===== src/vmt_pkg.sv =====
// Package for the vertex matrix transform: payload structs, register map and
// mode codes. Used by every module under src; depends on nothing.
`timescale 1ns / 1ps
package vmt_pkg;
	localparam int FRAC_BITS_DEF = 16;
	localparam int WORD_BITS_DEF = 32;
	localparam int NUM_REGS      = 8;
	localparam int ADDR_BITS     = 6;

	localparam logic [1:0] MODE_FULL    = 2'd0;
	localparam logic [1:0] MODE_ROT     = 2'd1;
	localparam logic [1:0] MODE_INV     = 2'd2;
	localparam logic [1:0] MODE_INV_ROT = 2'd3;

	localparam logic [63:0] RESET_LOW  = 64'd65536;
	localparam logic [63:0] RESET_HIGH = 64'd281474976710656;

	typedef struct packed {
		logic [1:0]         mode;
		logic signed [31:0] in_x;
		logic signed [31:0] in_y;
		logic signed [31:0] in_z;
	} point_in_t;

	typedef struct packed {
		logic signed [31:0] out_x;
		logic signed [31:0] out_y;
		logic signed [31:0] out_z;
		logic               divide_fault;
		logic               overflow;
	} point_out_t;

	// Product and sum words are kept at 66 bits throughout the datapath.
	typedef logic signed [65:0] wide_t;

	// Per-stage control that travels with each transaction.
	typedef struct packed {
		logic       valid;
		logic [1:0] mode;
	} stage_ctl_t;
endpackage


===== src/vmt_regs.sv =====
// Matrix register file behind the APB-style configuration port.
// Depends on vmt_pkg.
`timescale 1ns / 1ps
module vmt_regs (
	input  logic                          clk,
	input  logic                          arst_n,
	input  logic                          psel,
	input  logic                          penable,
	input  logic                          pwrite,
	input  logic [vmt_pkg::ADDR_BITS-1:0] paddr,
	input  logic [63:0]                   pwdata,
	output logic [63:0]                   prdata,
	output logic [63:0]                   regs [vmt_pkg::NUM_REGS]
);
	logic [63:0] regs_q [vmt_pkg::NUM_REGS];
	logic [2:0]  idx;

	assign idx = paddr[5:3];

	always_ff @(posedge clk or negedge arst_n) begin
		if (!arst_n) begin
			regs_q[0] <= vmt_pkg::RESET_LOW;
			regs_q[1] <= '0;
			regs_q[2] <= vmt_pkg::RESET_HIGH;
			regs_q[3] <= '0;
			regs_q[4] <= '0;
			regs_q[5] <= vmt_pkg::RESET_LOW;
			regs_q[6] <= '0;
			regs_q[7] <= vmt_pkg::RESET_HIGH;
		end else if (psel && penable && pwrite) begin
			regs_q[idx] <= pwdata;
		end
	end

	assign prdata = regs_q[idx];
	assign regs   = regs_q;
endmodule


===== config.mk =====
export PLATFORM = sky130hd
export DESIGN_NAME = vmt_regs
export DESIGN_NICKNAME = d
export VERILOG_FILES = /design/src/vmt_pkg.sv /design/src/vmt_regs.sv
export SDC_FILE = /design/constraint.sdc
export NUM_CORES = 1
export LEC_CHECK = 0
export BUFFER_PORTS_ARGS = -buffer_cell sky130_fd_sc_hd__buf_2
export CAP_MARGIN = 5
export CORE_AREA = 2 2 251 253
export CTS_CLUSTER_DIAMETER = 80
export DETAILED_ROUTE_END_ITERATION = 8
export DIE_AREA = 0 0 253 255
export SKIP_LAST_GASP = 1
export SYNTH_ARGS = -nofsm -noshare
export SYNTH_HDL_FRONTEND = slang
export SYNTH_SLANG_ARGS = --single-unit

===== constraint.sdc =====
create_clock -name clk -period 4.4 [get_ports clk]
set_input_delay 0.44 -clock clk [delete_from_list [all_inputs] [get_ports clk]]
set_output_delay 0.44 -clock clk [all_outputs]
set_load 0.03 [all_outputs]

; After elaboration in Yosys (flattened, before gate mapping)
; Index checks and enable logic that the tools add are counted.
[word_totals]
input_bits = 75
out_inout_bits = 576
word_cells = 20
ff_bits = 512
[classes]
n_bitwise = 1
muxes = 6
n_reduce_logical = 3
magnitude_cmp = 2
[ops]
columns = operator, count
row1 = bitwise mux 512 bit, 1
row2 = binary-select mux 64 bit (select 3 bit), 1
row3 = demux 64 bit (select 3 bit), 1
row4 = two-way mux 64 bit, 3
row5 = greater-or-equal comparator 4 bit (second input constant), 1
row6 = less-than comparator 4 x 1 -> 1 bit (second input constant), 1
row7 = inverter 3 -> 4 bit, 1
row8 = logical AND 1 bit, 3

; Logic depth before layout (Yosys ltp)
[depth]
word_depth = 6
mapped_depth = 6
mapped_depth_nobuf = 3

; Worst setup path before layout
; No wires, ideal clock.
[synth_timing]
path_type = input to output
startpoint = in paddr[3] (netlist bit)
endpoint = out prdata[0]
t_arrival_ns = 1.921
cell_stages = 5
required_time_ns = 3.960
setup_slack_ns = 2.039
cell_sequence = buf_2 > buf_2 > buf_2 > mux4_2 > mux2_2
[synth_via]
elab_chain_cells = 4
[synth_rtl]
columns = item, line_no
row1 = start: declaration, vmt_regs.sv:10  ; input logic [vmt_pkg::ADDR_BITS-1:0] paddr,
row2 = inverter 3 -> 4 bit (not written as such), vmt_regs.sv:35  ; assign prdata = regs_q[idx];
row3 = binary-select mux 64 bit (select 3 bit), vmt_regs.sv:35
row4 = two-way mux 64 bit (not written as such) (2 in a row), vmt_regs.sv:35
row5 = end: declaration, vmt_regs.sv:12  ; output logic [63:0] prdata,
; No other way between the ends. The select of a mux whose other input is x is not followed.

; Final worst setup path
[layout_timing]
startpoint = in paddr[3] (netlist bit)
endpoint = out prdata[23]
; The elaborated chain is that of the path after synthesis.

==> impl_metrics.ini <==
[power]
powerDensity_nw_per_um2 = 575
power_frac_clock_pct = 28.8
swShare_pct = 36.9
max-vdd-ir-drop_mv = 0.386
switching_power_mw = 6.13
p_leak_nw = 14.1
internal_power_mw = 10.5
seq_power_share_pct = 38.3
p_comb_share_pct = 32.8

[timing]
slew_headroom_pct = 39.0
rsz0062_at_grt = no
fmax_ghz = 0.322
maxSlewViolCount = 0
worst_pin_slew_ns = 0.914
skew_ns = 0
hold_viol = 0
tns_ns = 0
period_share_pct = 70.6
fin_crit_ns = 3.11
setup_viol = 0

[route]
drt_iter0_drc = 845
vias = 15000
antenna_left = 0
post-route-drc-count = 0
postRouteWirelength_mm = 72.2
via_per_inst = 5.33
first_pass_iters = 4
post_drt_wl_per_cell_um = 25.7

[clock_tree]
ctsLongestPathBuffers = 3
tritoncts = done
clkTransAtPathRegs_ns = 0.06
post_cts_buffers = 0
htree_levels = 2
worstSkewPairLatency_ns = 0.59
cts_buffers = 56
cts_sinks = 512
cts-root-buf = clkbuf_16

[floorplanning]
core-area_um2 = 62200
die-width_um = 253
die_area_um2 = 64500
ios = 651
die_y_um = 255
start_util_pct = 36.6
std_cell_rows = 92

[setup_path]
worst-path-max-fanout = 74
rr_endpoint = regs[277]$_DFFE_PN0P_
timing.rr.start = regs[277]$_DFFE_PN0P_
cp-start-kind = input port
required_ns = 3.96
end_kind = output pin
rrSetupSlack_ns = 3.55
critical_path_arrival_ns = 2.67
critical_path_class = input port to output pin
r2r_cells = 1

[yosys]
ys_seq_area_share_pct = 56.4
synth-edff-count = 0
synth.distinct_cells = 23
syn_inst = 1322
yosys_warnings = 0
syn_area_per_cell_um2 = 17.2
synth_nets = 1397
synth_area_um2 = 22700
ys_ff_latch = 512
async_flop_share_pct = 100
synth_top_flop_cell = dfrtp_1

[global_routing]
grt_overflow = 0
met2_usage_pct = 36.6
met3_usage_pct = 6.10
grt_max_degree = 109
track_usage_pct = 21.8
grt_pass1_wl_mm = 105
grt_pass1_vias = 15700
grt-busiest-layer = met2
antenna_found_initial = 5
met1_usage_pct = 27.5

[min_path]
whs_path_depth = 2
hold_path.startpoint = pwdata[47]
min_path_type = input port to flop
holdPathEnd = regs[239]$_DFFE_PN0P_

[final_layout]
largest_reg_flops = 512
num_antenna_cells = 0
multi_input_area_um2 = 9540
fin_nets = 2040
finalNonFillerCells = 2807
area.growth.synth_to_final_pct = 27.1
drive_gt1_share_pct = 72.0
fill_cells = 5579
regArea_um2 = 12800

[job]
cap_violations = 0

[outcome]
run_status = finished, final reports clean

[placed_design]
hpwl_mm = 47.1
place_congestion = 0.801
numPortBuffers = 647
dpl.cell_count = 2705
## cells in the mapped netlist, types with 2 or more instances
master	n	area [um2]
buf_1	4	15.0
buf_2	65	325
clkbuf_1	17	63.8
dfrtp_1	508	12700
dfstp_2	4	105
mux2_1	28	315
mux2_2	547	6160
mux2i_1	2	20.0
mux4_2	126	2840
nand2b_1	2	12.5
nor2_2	6	37.5
nor3_4	2	32.5
## layout by cell type, fill, tap and decap left out, drive strengths merged
| master | synthesis | final |
|---|---|---|
| o211ai | 1 | 1 |
| a31oi | 1 | 1 |
| clkbuf | 17 | 84 |
| nor3 | 2 | 2 |
| dfstp | 4 | 4 |
| mux4 | 126 | 126 |
| and2 | 1 | 1 |
| o32a | 1 | 1 |
| nand4b | 1 | 1 |
| dfrtp | 508 | 508 |
| mux2 | 575 | 575 |
| nor2 | 7 | 7 |
| buf | 69 | 670 |
| clkinv | 0 | 9 |
| a22oi | 1 | 1 |
| clkinvlp | 0 | 2 |
| nand4 | 1 | 1 |
| nand2 | 1 | 1 |
| bufinv | 0 | 5 |
| nand2b | 2 | 2 |
| dlygate4sd3 | 0 | 1 |
| inv | 1 | 2 |
| nor4bb | 1 | 1 |
| mux2i | 2 | 2 |
## worst max-delay path by stage
stage	from	endpoint	slack [ns]
finish	paddr[3]	prdata[23]	1.29
global placement	paddr[3]	prdata[23]	1.22
CTS	paddr[3]	prdata[23]	1.21
detailed placement	paddr[3]	prdata[23]	1.22
global route	paddr[3]	prdata[23]	1.12
floorplan	paddr[3]	prdata[0]	2.04
## metrics by stage
step | area [um2] | hold slack [ns] | util [%] | power [mW] | setup WS, ns
finish | 28900 | 0.160 | 46.5 | 16.6 | 1.29
detailed placement | 27000 | 0.497 | 43.4 | 11.9 | 1.22
global route | 28900 | 0.150 | 46.5 | 17.3 | 1.12
floorplan | 22700 | 0.144 | - | 9.93 | 2.04
global placement | 27000 | 0.486 | 43.4 | 11.8 | 1.22
CTS | 28900 | 0.121 | 46.5 | 16.8 | 1.21
## critical path, stage by stage
cell and delay, ns:
buf_8 0.60, buf_4 0.47, mux4_2 0.56, mux2_2 0.31, buf_2 0.19
## kinds of logic (layout without fill, tap and decap cells)
logic type	after synthesis	after routing	synth area share, %
mux	703	703	41.1
buf+inv	87	773	1.79
flops	512	512	56.4
simple gates	16	16	0.627
compound gates	4	4	0.138
## cell type report
cell class              count  area share, %
multi-input cells         723           33.0
clock buffers              84           5.77
clock inverters            17          0.758
inverters                   1         0.0130
well taps                 799           3.46
flip-flops and latches    512           44.4
repair buffers            671           12.6
## metal layers
layer  share of wire (%)  up-vias
met5               0.084        -
met4                 2.8       10
met3                 7.4      116
met1                  40     7989
met2                  49      557
li1                    -     6285
## power groups by stage
stage	clock (mW)	combinational, mW	sequential (mW)
6_report	4.79	5.45	6.37
5_1_grt	5.09	5.69	6.50
4_1_cts	4.91	5.49	6.37
3_3_place_gp	0	5.44	6.39
3_5_place_dp	0	5.49	6.44
2_1_floorplan	0	1.80	8.14
## what timing repair did
| item | in CTS | in global routing |
|---|---|---|
| hold endpoints to repair | 102 | 0 |
| hold buffers | 1 | 0 |
| gates resized for setup | 0 | 0 |
No activity file was read; power rests on OpenSTA's default activity.
